`config.mk`:
```
export PLATFORM = sky130hd
export DESIGN_NAME = palette_region_allocator_unit
export DESIGN_NICKNAME = d
export VERILOG_FILES = /design/src/pra_pkg.sv /design/src/pra_ctrl.sv /design/src/pra_datapath.sv /design/src/palette_region_allocator_unit.sv
export SDC_FILE = /design/constraint.sdc
export NUM_CORES = 2
export LEC_CHECK = 0
export BUFFER_PORTS_ARGS = -buffer_cell sky130_fd_sc_hd__buf_2
export CAP_MARGIN = 25
export CORE_ASPECT_RATIO = 2
export CORE_MARGIN = 2
export CORE_UTILIZATION = 40
export DETAILED_ROUTE_END_ITERATION = 12
export GPL_TIMING_DRIVEN = 0
export PLACE_DENSITY = 0.55
export SYNTH_ARGS = -nofsm -noshare
export SYNTH_HDL_FRONTEND = slang
export SYNTH_SLANG_ARGS = --single-unit
export TNS_END_PERCENT = 100
```
`constraint.sdc`:
```
create_clock -name aclk -period 9.85 [get_ports aclk]
set_clock_uncertainty 0.2 [all_clocks]
set_input_delay 0 -clock aclk [delete_from_list [all_inputs] [get_ports aclk]]
set_output_delay 0 -clock aclk [all_outputs]
set_load 0.02 [all_outputs]
```
`src/pra_pkg.sv`:
```
// pra_pkg: shared types, codes and constants of the palette region allocator.
// No dependencies; used by pra_ctrl, pra_datapath and palette_region_allocator_unit.
package pra_pkg;

    localparam int REGION_COUNT_DEF = 64;
    localparam int CFG_DATA_W       = 64;
    localparam int CFG_IDX_W        = 3;
    localparam int CLS_W            = 7;
    localparam int OWNER_W          = 32;
    localparam int AGE_W            = 8;
    localparam int FUNC_W           = 2;
    localparam int REGION_W         = 6;

    localparam logic [AGE_W-1:0]   AGE_MAX     = 8'hff;
    localparam logic [OWNER_W-1:0] EMPTY_OWNER = 32'hffff_ffff;

    localparam logic [CFG_IDX_W-1:0] CFG_CLASS0_FIRST = 3'd0;
    localparam logic [CFG_IDX_W-1:0] CFG_CLASS0_END   = 3'd1;
    localparam logic [CFG_IDX_W-1:0] CFG_CLASS1_FIRST = 3'd2;
    localparam logic [CFG_IDX_W-1:0] CFG_CLASS1_END   = 3'd3;
    localparam logic [CFG_IDX_W-1:0] CFG_CLASS0_MASK  = 3'd4;
    localparam logic [CFG_IDX_W-1:0] CFG_CLASS1_MASK  = 3'd5;

    localparam logic [CLS_W-1:0]      CLASS0_FIRST_RST = 7'd0;
    localparam logic [CLS_W-1:0]      CLASS0_END_RST   = 7'd16;
    localparam logic [CLS_W-1:0]      CLASS1_FIRST_RST = 7'd16;
    localparam logic [CLS_W-1:0]      CLASS1_END_RST   = 7'h2f;
    localparam logic [CFG_DATA_W-1:0] CLASS0_MASK_RST  = 64'h0000_0000_0000_ffff;
    localparam logic [CFG_DATA_W-1:0] CLASS1_MASK_RST  = 64'h0000_7fff_ffff_0000;

    typedef enum logic [FUNC_W-1:0] {
        FUNC_ALLOC = 2'd0,
        FUNC_TOUCH = 2'd1,
        FUNC_LOCK  = 2'd2,
        FUNC_FREE  = 2'd3
    } func_t;

    typedef enum logic [2:0] {
        ST_IDLE,
        ST_START,
        ST_SWEEP,
        ST_SELECT,
        ST_COMMIT,
        ST_RESULT
    } state_t;

    typedef struct packed {
        logic capture;
        logic init;
        logic sweep;
        logic select;
        logic commit;
        logic load_out;
    } cmd_t;

    typedef struct packed {
        logic is_alloc;
        logic is_touch;
        logic nonempty;
        logic sweep_done;
        logic out_free;
    } status_t;

endpackage

```
`src/pra_ctrl.sv`:
```
// pra_ctrl: sequencing state machine of the palette region allocator.
// Depends on pra_pkg; drives pra_datapath through cmd_t, reads status_t.
module pra_ctrl (
    input  logic              aclk,
    input  logic              aresetn,
    input  logic              s_valid,
    output logic              s_ready,
    input  pra_pkg::status_t  status,
    output pra_pkg::cmd_t     cmd
);

    pra_pkg::state_t state_reg;
    pra_pkg::state_t state_next;

    always_ff @(posedge aclk) begin
        if (!aresetn) begin
            state_reg <= pra_pkg::ST_IDLE;
        end else begin
            state_reg <= state_next;
        end
    end

    always_comb begin
        state_next = state_reg;
        unique case (state_reg)
            pra_pkg::ST_IDLE: begin
                if (s_valid) begin
                    state_next = pra_pkg::ST_START;
                end
            end
            pra_pkg::ST_START: begin
                if ((status.is_alloc || status.is_touch) && status.nonempty) begin
                    state_next = pra_pkg::ST_SWEEP;
                end else begin
                    state_next = pra_pkg::ST_COMMIT;
                end
            end
            pra_pkg::ST_SWEEP: begin
                if (status.sweep_done) begin
                    state_next = status.is_alloc ? pra_pkg::ST_SELECT : pra_pkg::ST_COMMIT;
                end
            end
            pra_pkg::ST_SELECT: state_next = pra_pkg::ST_COMMIT;
            pra_pkg::ST_COMMIT: state_next = pra_pkg::ST_RESULT;
            pra_pkg::ST_RESULT: begin
                if (status.out_free) begin
                    state_next = pra_pkg::ST_IDLE;
                end
            end
            default: state_next = pra_pkg::ST_IDLE;
        endcase
    end

    always_comb begin
        cmd     = '0;
        s_ready = 1'b0;
        unique case (state_reg)
            pra_pkg::ST_IDLE: begin
                s_ready     = 1'b1;
                cmd.capture = s_valid;
            end
            pra_pkg::ST_START:  cmd.init   = 1'b1;
            pra_pkg::ST_SWEEP:  cmd.sweep  = 1'b1;
            pra_pkg::ST_SELECT: cmd.select = 1'b1;
            pra_pkg::ST_COMMIT: cmd.commit = 1'b1;
            pra_pkg::ST_RESULT: cmd.load_out = status.out_free;
            default: cmd = '0;
        endcase
    end

endmodule

```
`src/pra_datapath.sv`:
```
// pra_datapath: class registers, age and owner memories, region bit vectors,
// sweep trackers and the result register. Depends on pra_pkg; driven by pra_ctrl.
module pra_datapath #(
    parameter int REGION_COUNT = pra_pkg::REGION_COUNT_DEF
) (
    input  logic                               aclk,
    input  logic                               aresetn,
    input  logic                               cfg_we,
    input  logic [pra_pkg::CFG_IDX_W-1:0]      cfg_addr,
    input  logic [pra_pkg::CFG_DATA_W-1:0]     cfg_wdata,
    input  logic [pra_pkg::FUNC_W-1:0]         s_func,
    input  logic                               s_size_class,
    input  logic [pra_pkg::OWNER_W-1:0]        s_owner_handle,
    input  logic [pra_pkg::REGION_W-1:0]       s_region_index,
    input  pra_pkg::cmd_t                      cmd,
    output pra_pkg::status_t                   status,
    output logic                               m_valid,
    input  logic                               m_ready,
    output logic [pra_pkg::REGION_W-1:0]       m_granted_region,
    output logic                               m_evicted,
    output logic [pra_pkg::OWNER_W-1:0]        m_evicted_owner
);

    localparam int IW = $clog2(REGION_COUNT);
    localparam int CW = IW + 1;
    localparam logic [pra_pkg::CLS_W-1:0] RC_CLS = pra_pkg::CLS_W'(REGION_COUNT);
    localparam logic [pra_pkg::REGION_W:0] RC_IDX = (pra_pkg::REGION_W + 1)'(REGION_COUNT);

    // class registers
    logic [pra_pkg::CLS_W-1:0]      class0_first_reg, class0_end_reg;
    logic [pra_pkg::CLS_W-1:0]      class1_first_reg, class1_end_reg;
    logic [pra_pkg::CFG_DATA_W-1:0] class0_mask_reg, class1_mask_reg;

    always_ff @(posedge aclk) begin
        if (!aresetn) begin
            class0_first_reg <= pra_pkg::CLASS0_FIRST_RST;
            class0_end_reg   <= pra_pkg::CLASS0_END_RST;
            class1_first_reg <= pra_pkg::CLASS1_FIRST_RST;
            class1_end_reg   <= pra_pkg::CLASS1_END_RST;
            class0_mask_reg  <= pra_pkg::CLASS0_MASK_RST;
            class1_mask_reg  <= pra_pkg::CLASS1_MASK_RST;
        end else if (cfg_we) begin
            unique case (cfg_addr)
                pra_pkg::CFG_CLASS0_FIRST: class0_first_reg <= cfg_wdata[pra_pkg::CLS_W-1:0];
                pra_pkg::CFG_CLASS0_END:   class0_end_reg   <= cfg_wdata[pra_pkg::CLS_W-1:0];
                pra_pkg::CFG_CLASS1_FIRST: class1_first_reg <= cfg_wdata[pra_pkg::CLS_W-1:0];
                pra_pkg::CFG_CLASS1_END:   class1_end_reg   <= cfg_wdata[pra_pkg::CLS_W-1:0];
                pra_pkg::CFG_CLASS0_MASK:  class0_mask_reg  <= cfg_wdata;
                pra_pkg::CFG_CLASS1_MASK:  class1_mask_reg  <= cfg_wdata;
                default: ;
            endcase
        end
    end

    // request capture, range clipped to the region count
    pra_pkg::func_t                 func_reg;
    logic [pra_pkg::OWNER_W-1:0]    owner_reg;
    logic [pra_pkg::REGION_W-1:0]   ridx_reg;
    logic [CW-1:0]                  lo_reg, hi_reg;
    logic [pra_pkg::CFG_DATA_W-1:0] mask_reg;
    logic [pra_pkg::CLS_W-1:0]      lo_raw, hi_raw, lo_clip, hi_clip;

    always_comb begin
        lo_raw  = s_size_class ? class1_first_reg : class0_first_reg;
        hi_raw  = s_size_class ? class1_end_reg : class0_end_reg;
        lo_clip = (lo_raw > RC_CLS) ? RC_CLS : lo_raw;
        hi_clip = (hi_raw > RC_CLS) ? RC_CLS : hi_raw;
    end

    always_ff @(posedge aclk) begin
        if (cmd.capture) begin
            func_reg  <= pra_pkg::func_t'(s_func);
            owner_reg <= s_owner_handle;
            ridx_reg  <= s_region_index;
            lo_reg    <= lo_clip[CW-1:0];
            hi_reg    <= hi_clip[CW-1:0];
            mask_reg  <= s_size_class ? class1_mask_reg : class0_mask_reg;
        end
    end

    logic nonempty, in_range, is_alloc, is_touch, alloc_grant;
    assign nonempty    = lo_reg < hi_reg;
    assign in_range    = {1'b0, ridx_reg} < RC_IDX;
    assign is_alloc    = func_reg == pra_pkg::FUNC_ALLOC;
    assign is_touch    = func_reg == pra_pkg::FUNC_TOUCH;
    assign alloc_grant = is_alloc && nonempty;

    // age memory with per-entry valid bits; an unwritten entry reads as zero
    logic [pra_pkg::AGE_W-1:0] age_mem [REGION_COUNT];
    logic [REGION_COUNT-1:0]   age_vld_reg;
    logic [pra_pkg::AGE_W-1:0] age_rd_reg;
    logic                      age_rd_vld_reg;
    logic                      age_we;
    logic [IW-1:0]             age_wa;
    logic [pra_pkg::AGE_W-1:0] age_wd;
    logic [IW-1:0]             pick_sel, pick_reg;

    // sweep pipeline
    logic [CW-1:0] rd_idx_reg;
    logic          rd_pend_reg;
    logic [IW-1:0] rd_addr_d_reg;
    logic          issue;
    logic [pra_pkg::AGE_W-1:0] age_cur, aged;

    assign issue   = cmd.sweep && (rd_idx_reg < hi_reg);
    assign age_cur = age_rd_vld_reg ? age_rd_reg : '0;
    assign aged    = (age_cur == pra_pkg::AGE_MAX) ? pra_pkg::AGE_MAX
                                                   : age_cur + pra_pkg::AGE_W'(1);

    always_ff @(posedge aclk) begin
        if (!aresetn) begin
            rd_pend_reg <= 1'b0;
        end else if (cmd.init) begin
            rd_pend_reg <= 1'b0;
        end else if (cmd.sweep) begin
            rd_pend_reg <= issue;
        end
    end

    always_ff @(posedge aclk) begin
        if (cmd.init) begin
            rd_idx_reg <= lo_reg;
        end else if (issue) begin
            rd_idx_reg    <= rd_idx_reg + CW'(1);
            rd_addr_d_reg <= rd_idx_reg[IW-1:0];
        end
    end

    always_ff @(posedge aclk) begin
        if (issue) begin
            age_rd_reg     <= age_mem[rd_idx_reg[IW-1:0]];
            age_rd_vld_reg <= age_vld_reg[rd_idx_reg[IW-1:0]];
        end
        if (age_we) begin
            age_mem[age_wa] <= age_wd;
        end
    end

    always_ff @(posedge aclk) begin
        if (!aresetn) begin
            age_vld_reg <= '0;
        end else if (age_we) begin
            age_vld_reg[age_wa] <= 1'b1;
        end
    end

    always_comb begin
        age_we = (cmd.sweep && rd_pend_reg)
              || (cmd.commit && (alloc_grant || (is_touch && in_range)));
        if (cmd.sweep) begin
            age_wa = rd_addr_d_reg;
            age_wd = aged;
        end else begin
            age_wa = is_alloc ? pick_reg : ridx_reg[IW-1:0];
            age_wd = '0;
        end
    end

    // region bits
    logic [REGION_COUNT-1:0] resident_reg, lock_reg;

    // first free and oldest unlocked trackers
    logic                      free_found_reg, vic_found_reg;
    logic [IW-1:0]             free_idx_reg, vic_idx_reg;
    logic [pra_pkg::AGE_W-1:0] vic_age_reg;

    always_ff @(posedge aclk) begin
        if (cmd.init) begin
            free_found_reg <= 1'b0;
            vic_found_reg  <= 1'b0;
            vic_idx_reg    <= lo_reg[IW-1:0];
        end else if (cmd.sweep && rd_pend_reg) begin
            if (!resident_reg[rd_addr_d_reg] && !free_found_reg) begin
                free_found_reg <= 1'b1;
                free_idx_reg   <= rd_addr_d_reg;
            end
            if (!lock_reg[rd_addr_d_reg] && (!vic_found_reg || aged > vic_age_reg)) begin
                vic_found_reg <= 1'b1;
                vic_age_reg   <= aged;
                vic_idx_reg   <= rd_addr_d_reg;
            end
        end
    end

    // victim selection and owner read
    logic [pra_pkg::CFG_DATA_W-1:0] res_wide;
    logic                           mask_full;
    logic                           evict_reg;
    logic [pra_pkg::OWNER_W-1:0]    owner_mem [REGION_COUNT];
    logic [pra_pkg::OWNER_W-1:0]    owner_rd_reg;

    always_comb begin
        res_wide = '0;
        for (int i = 0; i < REGION_COUNT; i++) begin
            res_wide[i] = resident_reg[i];
        end
        mask_full = (mask_reg & res_wide) == mask_reg;
        pick_sel  = (!mask_full && free_found_reg) ? free_idx_reg : vic_idx_reg;
    end

    always_ff @(posedge aclk) begin
        if (cmd.select) begin
            pick_reg     <= pick_sel;
            evict_reg    <= resident_reg[pick_sel];
            owner_rd_reg <= owner_mem[pick_sel];
        end
        if (cmd.commit && alloc_grant) begin
            owner_mem[pick_reg] <= owner_reg;
        end
    end

    always_ff @(posedge aclk) begin
        if (!aresetn) begin
            resident_reg <= '0;
            lock_reg     <= '0;
        end else if (cmd.commit) begin
            if (alloc_grant) begin
                resident_reg[pick_reg] <= 1'b1;
            end else if (in_range && func_reg == pra_pkg::FUNC_LOCK) begin
                lock_reg[ridx_reg[IW-1:0]] <= 1'b1;
            end else if (in_range && func_reg == pra_pkg::FUNC_FREE) begin
                resident_reg[ridx_reg[IW-1:0]] <= 1'b0;
                lock_reg[ridx_reg[IW-1:0]]     <= 1'b0;
            end
        end
    end

    // result word
    logic [pra_pkg::REGION_W-1:0] res_granted_reg;
    logic                         res_evicted_reg;
    logic [pra_pkg::OWNER_W-1:0]  res_owner_reg;

    always_ff @(posedge aclk) begin
        if (cmd.commit) begin
            if (is_alloc) begin
                res_granted_reg <= nonempty ? pra_pkg::REGION_W'(pick_reg) : '0;
                res_evicted_reg <= alloc_grant && evict_reg;
                res_owner_reg   <= (alloc_grant && evict_reg) ? owner_rd_reg
                                                              : pra_pkg::EMPTY_OWNER;
            end else begin
                res_granted_reg <= ridx_reg;
                res_evicted_reg <= 1'b0;
                res_owner_reg   <= pra_pkg::EMPTY_OWNER;
            end
        end
    end

    logic                         m_valid_reg;
    logic [pra_pkg::REGION_W-1:0] m_granted_reg;
    logic                         m_evicted_reg;
    logic [pra_pkg::OWNER_W-1:0]  m_owner_reg;

    always_ff @(posedge aclk) begin
        if (!aresetn) begin
            m_valid_reg <= 1'b0;
        end else if (cmd.load_out) begin
            m_valid_reg <= 1'b1;
        end else if (m_ready) begin
            m_valid_reg <= 1'b0;
        end
    end

    always_ff @(posedge aclk) begin
        if (cmd.load_out) begin
            m_granted_reg <= res_granted_reg;
            m_evicted_reg <= res_evicted_reg;
            m_owner_reg   <= res_owner_reg;
        end
    end

    assign m_valid          = m_valid_reg;
    assign m_granted_region = m_granted_reg;
    assign m_evicted        = m_evicted_reg;
    assign m_evicted_owner  = m_owner_reg;

    always_comb begin
        status.is_alloc   = is_alloc;
        status.is_touch   = is_touch;
        status.nonempty   = nonempty;
        status.sweep_done = (rd_idx_reg == hi_reg) && !rd_pend_reg;
        status.out_free   = !m_valid_reg || m_ready;
    end

    a_sweep_bound: assert property (@(posedge aclk) disable iff (!aresetn)
        cmd.sweep |-> (rd_idx_reg <= hi_reg))
        else $error("sweep index ran past class end");

    a_select_nonempty: assert property (@(posedge aclk) disable iff (!aresetn)
        cmd.select |-> (is_alloc && nonempty))
        else $error("victim selection on empty class or non-allocate");

    a_grant_resident: assert property (@(posedge aclk) disable iff (!aresetn)
        (cmd.commit && alloc_grant) |=> resident_reg[pick_reg])
        else $error("granted region not resident after allocate");

    a_no_evict_owner: assert property (@(posedge aclk) disable iff (!aresetn)
        (m_valid_reg && !m_evicted_reg) |-> (m_owner_reg == pra_pkg::EMPTY_OWNER))
        else $error("owner reported without eviction");

endmodule

```
`src/palette_region_allocator_unit.sv`:
```
// palette_region_allocator_unit: top level of the palette region allocator.
// Depends on pra_pkg, pra_ctrl and pra_datapath.
//
// Usage:
//   Input words (s_valid/s_ready) carry func, size_class, owner_handle and
//   region_index; each produces exactly one result word on m_valid/m_ready
//   (granted_region, evicted, evicted_owner).
//   Class ranges and eviction masks are written through cfg_we/cfg_addr/
//   cfg_wdata, one register per cycle; the user must write them only while
//   the unit is idle, as the block itself does not enforce this. One word is
//   processed at a time. Allocate and touch sweep the class range through
//   the age memory, one region per cycle.
//   Lock, free and operations on an empty class skip the sweep. The next word
//   can be taken in the same cycle as the first possible result handshake.
//   The sweep through the age memory does one read and one write per cycle.
//   Reset (aresetn low, synchronous) clears the resident, lock and age-valid
//   bits and loads the default class registers; no clearing pass is needed.
//   When the receiver stalls, the result is held in the output register; one
//   more word may be taken and processed, and its result waits until the
//   output register is free.
module palette_region_allocator_unit #(
    parameter int REGION_COUNT = pra_pkg::REGION_COUNT_DEF
) (
    input  logic                           aclk,
    input  logic                           aresetn,
    input  logic                           cfg_we,
    input  logic [pra_pkg::CFG_IDX_W-1:0]  cfg_addr,
    input  logic [pra_pkg::CFG_DATA_W-1:0] cfg_wdata,
    input  logic                           s_valid,
    output logic                           s_ready,
    input  logic [pra_pkg::FUNC_W-1:0]     s_func,
    input  logic                           s_size_class,
    input  logic [pra_pkg::OWNER_W-1:0]    s_owner_handle,
    input  logic [pra_pkg::REGION_W-1:0]   s_region_index,
    output logic                           m_valid,
    input  logic                           m_ready,
    output logic [pra_pkg::REGION_W-1:0]   m_granted_region,
    output logic                           m_evicted,
    output logic [pra_pkg::OWNER_W-1:0]    m_evicted_owner
);

    pra_pkg::cmd_t    cmd;
    pra_pkg::status_t status;

    pra_ctrl u_ctrl (
        .aclk    (aclk),
        .aresetn (aresetn),
        .s_valid (s_valid),
        .s_ready (s_ready),
        .status  (status),
        .cmd     (cmd)
    );

    pra_datapath #(
        .REGION_COUNT (REGION_COUNT)
    ) u_datapath (
        .aclk             (aclk),
        .aresetn          (aresetn),
        .cfg_we           (cfg_we),
        .cfg_addr         (cfg_addr),
        .cfg_wdata        (cfg_wdata),
        .s_func           (s_func),
        .s_size_class     (s_size_class),
        .s_owner_handle   (s_owner_handle),
        .s_region_index   (s_region_index),
        .cmd              (cmd),
        .status           (status),
        .m_valid          (m_valid),
        .m_ready          (m_ready),
        .m_granted_region (m_granted_region),
        .m_evicted        (m_evicted),
        .m_evicted_owner  (m_evicted_owner)
    );

endmodule
```
==> impl_metrics.yaml <==
outcome:
  status: "completed"
power:
  p_per_area_nw_per_um2: 251
  ir_worst_vdd_mv: 0.185
  leakagePower_nw: 50.2
routing:
  vias: 85700
  dr.pass1.iters: 8
  drt_iter0_drc: 12100
  ant_nets: 0
  drc_errors: 0
  drt-vias-per-instance: 5.90
  post_drt_wl_per_cell_um: 32.5
  routed_wl_um: 472000
global_route:
  grt_antenna_before_repair: 28
  gr-total-overflow: 0
  grtUsageMet1_pct: 36.2
  use_met3_pct: 4.83
  grt_use_met2_pct: 45.9
  grt_max_degree: 69
  grt_usage_pct: 28.9
  grt_pass1_wl_um: 646000
  first_global_vias: 81400
  busiest_layer: "met2"
final_layout:
  drive_gt1_share_pct: 14.2
  top_regs: "u_datapath.owner_mem x2048, u_datapath.age_mem x512"
  largest_register_ff_count: 2048
  final_util_pct: 47.9
  regMostFlops: "u_datapath.owner_mem"
  syn2layout_area_growth_pct: 19.4
  nets: 10300
  final_cell_mix: "2837 x edfxtp_1, 2378 x nand2_1, 442 x a21oi_1"
  final_common_cell: "edfxtp_1"
floorplan:
  die_w_um: 400
  die_h_um: 797
  start_util_pct: 40.1
  dieArea_um2: 319000
  std_cell_rows: 291
  core_area_um2: 313000
  io-pin-count: 154
timing:
  fmax_mhz: 123
  final_max_slew_viol_count: 0
  fin_crit_sh_pct: 82.6
  setup_tns_ns: 0
  setup_slack_ns: 1.71
  finalHoldViolations: 0
  min_period_ns: 8.14
  worstMarginPinSlew_ns: 1.28
  slew_headroom_pct: 14.1
  finalSetupViolations: 0
  rsz0062_at_grt: "false"
synthesis:
  synth_cell_type_count: 63
  synth_area_leaders: "edfxtp_1 68%, nand2_1 7.1%, dfxtp_1 5.7%"
  synth_nets: 9279
  synthCells: 9143
  async_flop_share_pct: 0
  yosysTopAreaCellShare_pct: 67.8
  yosysWarnings: 0
  seq_area_frac_synth_pct: 73.5
  synth_ff_type: "edfxtp_1"
  synth_edf_count: 2837
  yosysTopAreaCell: "edfxtp_1"
  netlist_area_um2: 126000
  syn_avg_cell_area_um2: 13.7
  ys_ff_latch: 3192
placed_design:
  dp_slack_ns: 1.72
  place_congestion: 0.948
  port-buffer-count: 151
  place_hpwl_um: 342000
setup_path:
  cp_max_fo: 11
  critical_path_class: "reg2reg"
  cp-startpoint: "u_datapath.res_wide[23]"
  arrival_ns: 8.64
  start_kind: "flop"
  endpoint_kind: "flop"
  cp.required_ns: 10.35
  r2r_start: "u_datapath.res_wide[23]"
min_path:
  min_from: "cfg_addr[1]"
  hp-class: "in2reg"
clock_tree:
  post_cts_resize_count: 0
  clk_pin_slew_ns: 0.07
  cts_setup_buffers: 0
  cts.sinks: 3192
  root_buffer: "clkbuf_16"
  cts_tree: "done"
  cts_max_level: 5
  clockBufferDepth: 4
  clk_latency_ns: 0.89
  cts_buffers: 299
flow_run:
  drv_cap: 0
-- cell usage after synthesis (all sizes together), types with 19 or more instances --
cell type,n
o22ai,19
a21boi,95
dfxtp,355
nand2,2378
mux2i,215
nor3,87
a31oi,215
mux4,171
and3,110
clkbuf,346
ha,23
a211oi,61
or3,52
a311oi,65
o21ai,151
mux2,88
buf,229
edfxtp,2837
or2,38
o211ai,27
a2111oi,75
nor2b,74
nand3,337
a32o,62
a32oi,30
nand4,71
nor2,276
a21oi,445
inv,46
-- worst paths after layout --
check / to / slack (ns) / depth (start not counted)
setup reg to reg: u_datapath.owner_rd_reg[6] / 1.71 / 14
hold reg to reg: u_datapath.m_evicted_owner[3] / 0.22 / 0
hold / removal: u_datapath.class1_end_reg[1] / 0.08 / 5
setup / recovery: u_datapath.owner_rd_reg[6] / 1.71 / 14
-- final cells by class --
| class | instances | area [µm²] |
|---|---|---|
| clock buffers | 382 | 8140 |
| repair buffers | 738 | 9020 |
| flip-flops and latches | 3192 | 92300 |
| clock inverters | 151 | 1450 |
| well taps | 4102 | 5130 |
| fillers | 27300 | 163000 |
| multi-input cells | 5330 | 31400 |
| diodes | 12 | 30.0 |
| plain buffers | 575 | 2390 |
| inverters | 46 | 173 |
-- routing by layer --
| metal | share of wire, % | vias up |
|---|---|---|
| li1 | - | 36200 |
| met1 | 36 | 43000 |
| met2 | 46 | 5281 |
| met3 | 9.4 | 1202 |
| met4 | 8.4 | 6 |
| met5 | 0.0068 | - |
-- critical path, cell delays in order (launching register included) --
cell and delay (ns):
dfxtp_1 0.57, nor2b_1 0.08, a2111oi_0 0.76, nand4_1 0.26
o41ai_4 0.76, mux2i_1 0.49, buf_2 0.57, clkbuf_1 0.68
clkbuf_1 0.77, buf_2 0.87, clkbuf_1 0.59, nand2_1 0.12
nand3_1 0.11, nand4_1 0.50, a221oi_1 0.50
-- repair_timing --
| action | in CTS | in global routing |
|---|---|---|
| endpoints found under the hold margin | 366 | 0 |
| hold buffers | 231 | 0 |
| endpoints found under the setup margin | 0 | 0 |
-- cells by family (layout without fill, tap and decap cells) --
| group | after synthesis | after routing | synth area share, % |
|---|---|---|---|
| AO/OA/AOI/OAI | 1334 | 1334 | 6.93 |
| XOR/XNOR | 8 | 8 | 0.0558 |
| adder cells (fa/ha/maj) | 23 | 23 | 0.229 |
| buffers and inverters | 621 | 1892 | 2.04 |
| flip-flops | 3192 | 3192 | 73.5 |
| multiplexers | 474 | 474 | 5.57 |
| other | 0 | 12 | 0 |
| AND/OR/NAND/NOR | 3491 | 3491 | 11.7 |
-- per-stage QoR --
| stage | power [W] | std cells | hold WS [ns] | area [µm²] |
|---|---|---|---|---|
| floorplan | 0.0203 | 9143 | -0.101 | 126000 |
| global placement | 0.0251 | 13400 | -0.0239 | 132000 |
| detailed placement | 0.0259 | 13700 | -0.0219 | 138000 |
| CTS | 0.0374 | 14500 | 0.00726 | 150000 |
| global route | 0.0383 | 14500 | 0.143 | 150000 |
| finish | 0.0376 | 14500 | 0.0763 | 150000 |
-- power by group --
part	internal, W	switching (W)	total, W	leakage [nW]
Combinational	0.00277	0.00734	0.0101	17.4
Sequential	0.0155	0.000276	0.0158	28.1
Clock	0.00651	0.00519	0.0117	4.67
Total	0.0248	0.0128	0.0376	50.2
No activity file was read; power rests on OpenSTA's default activity.
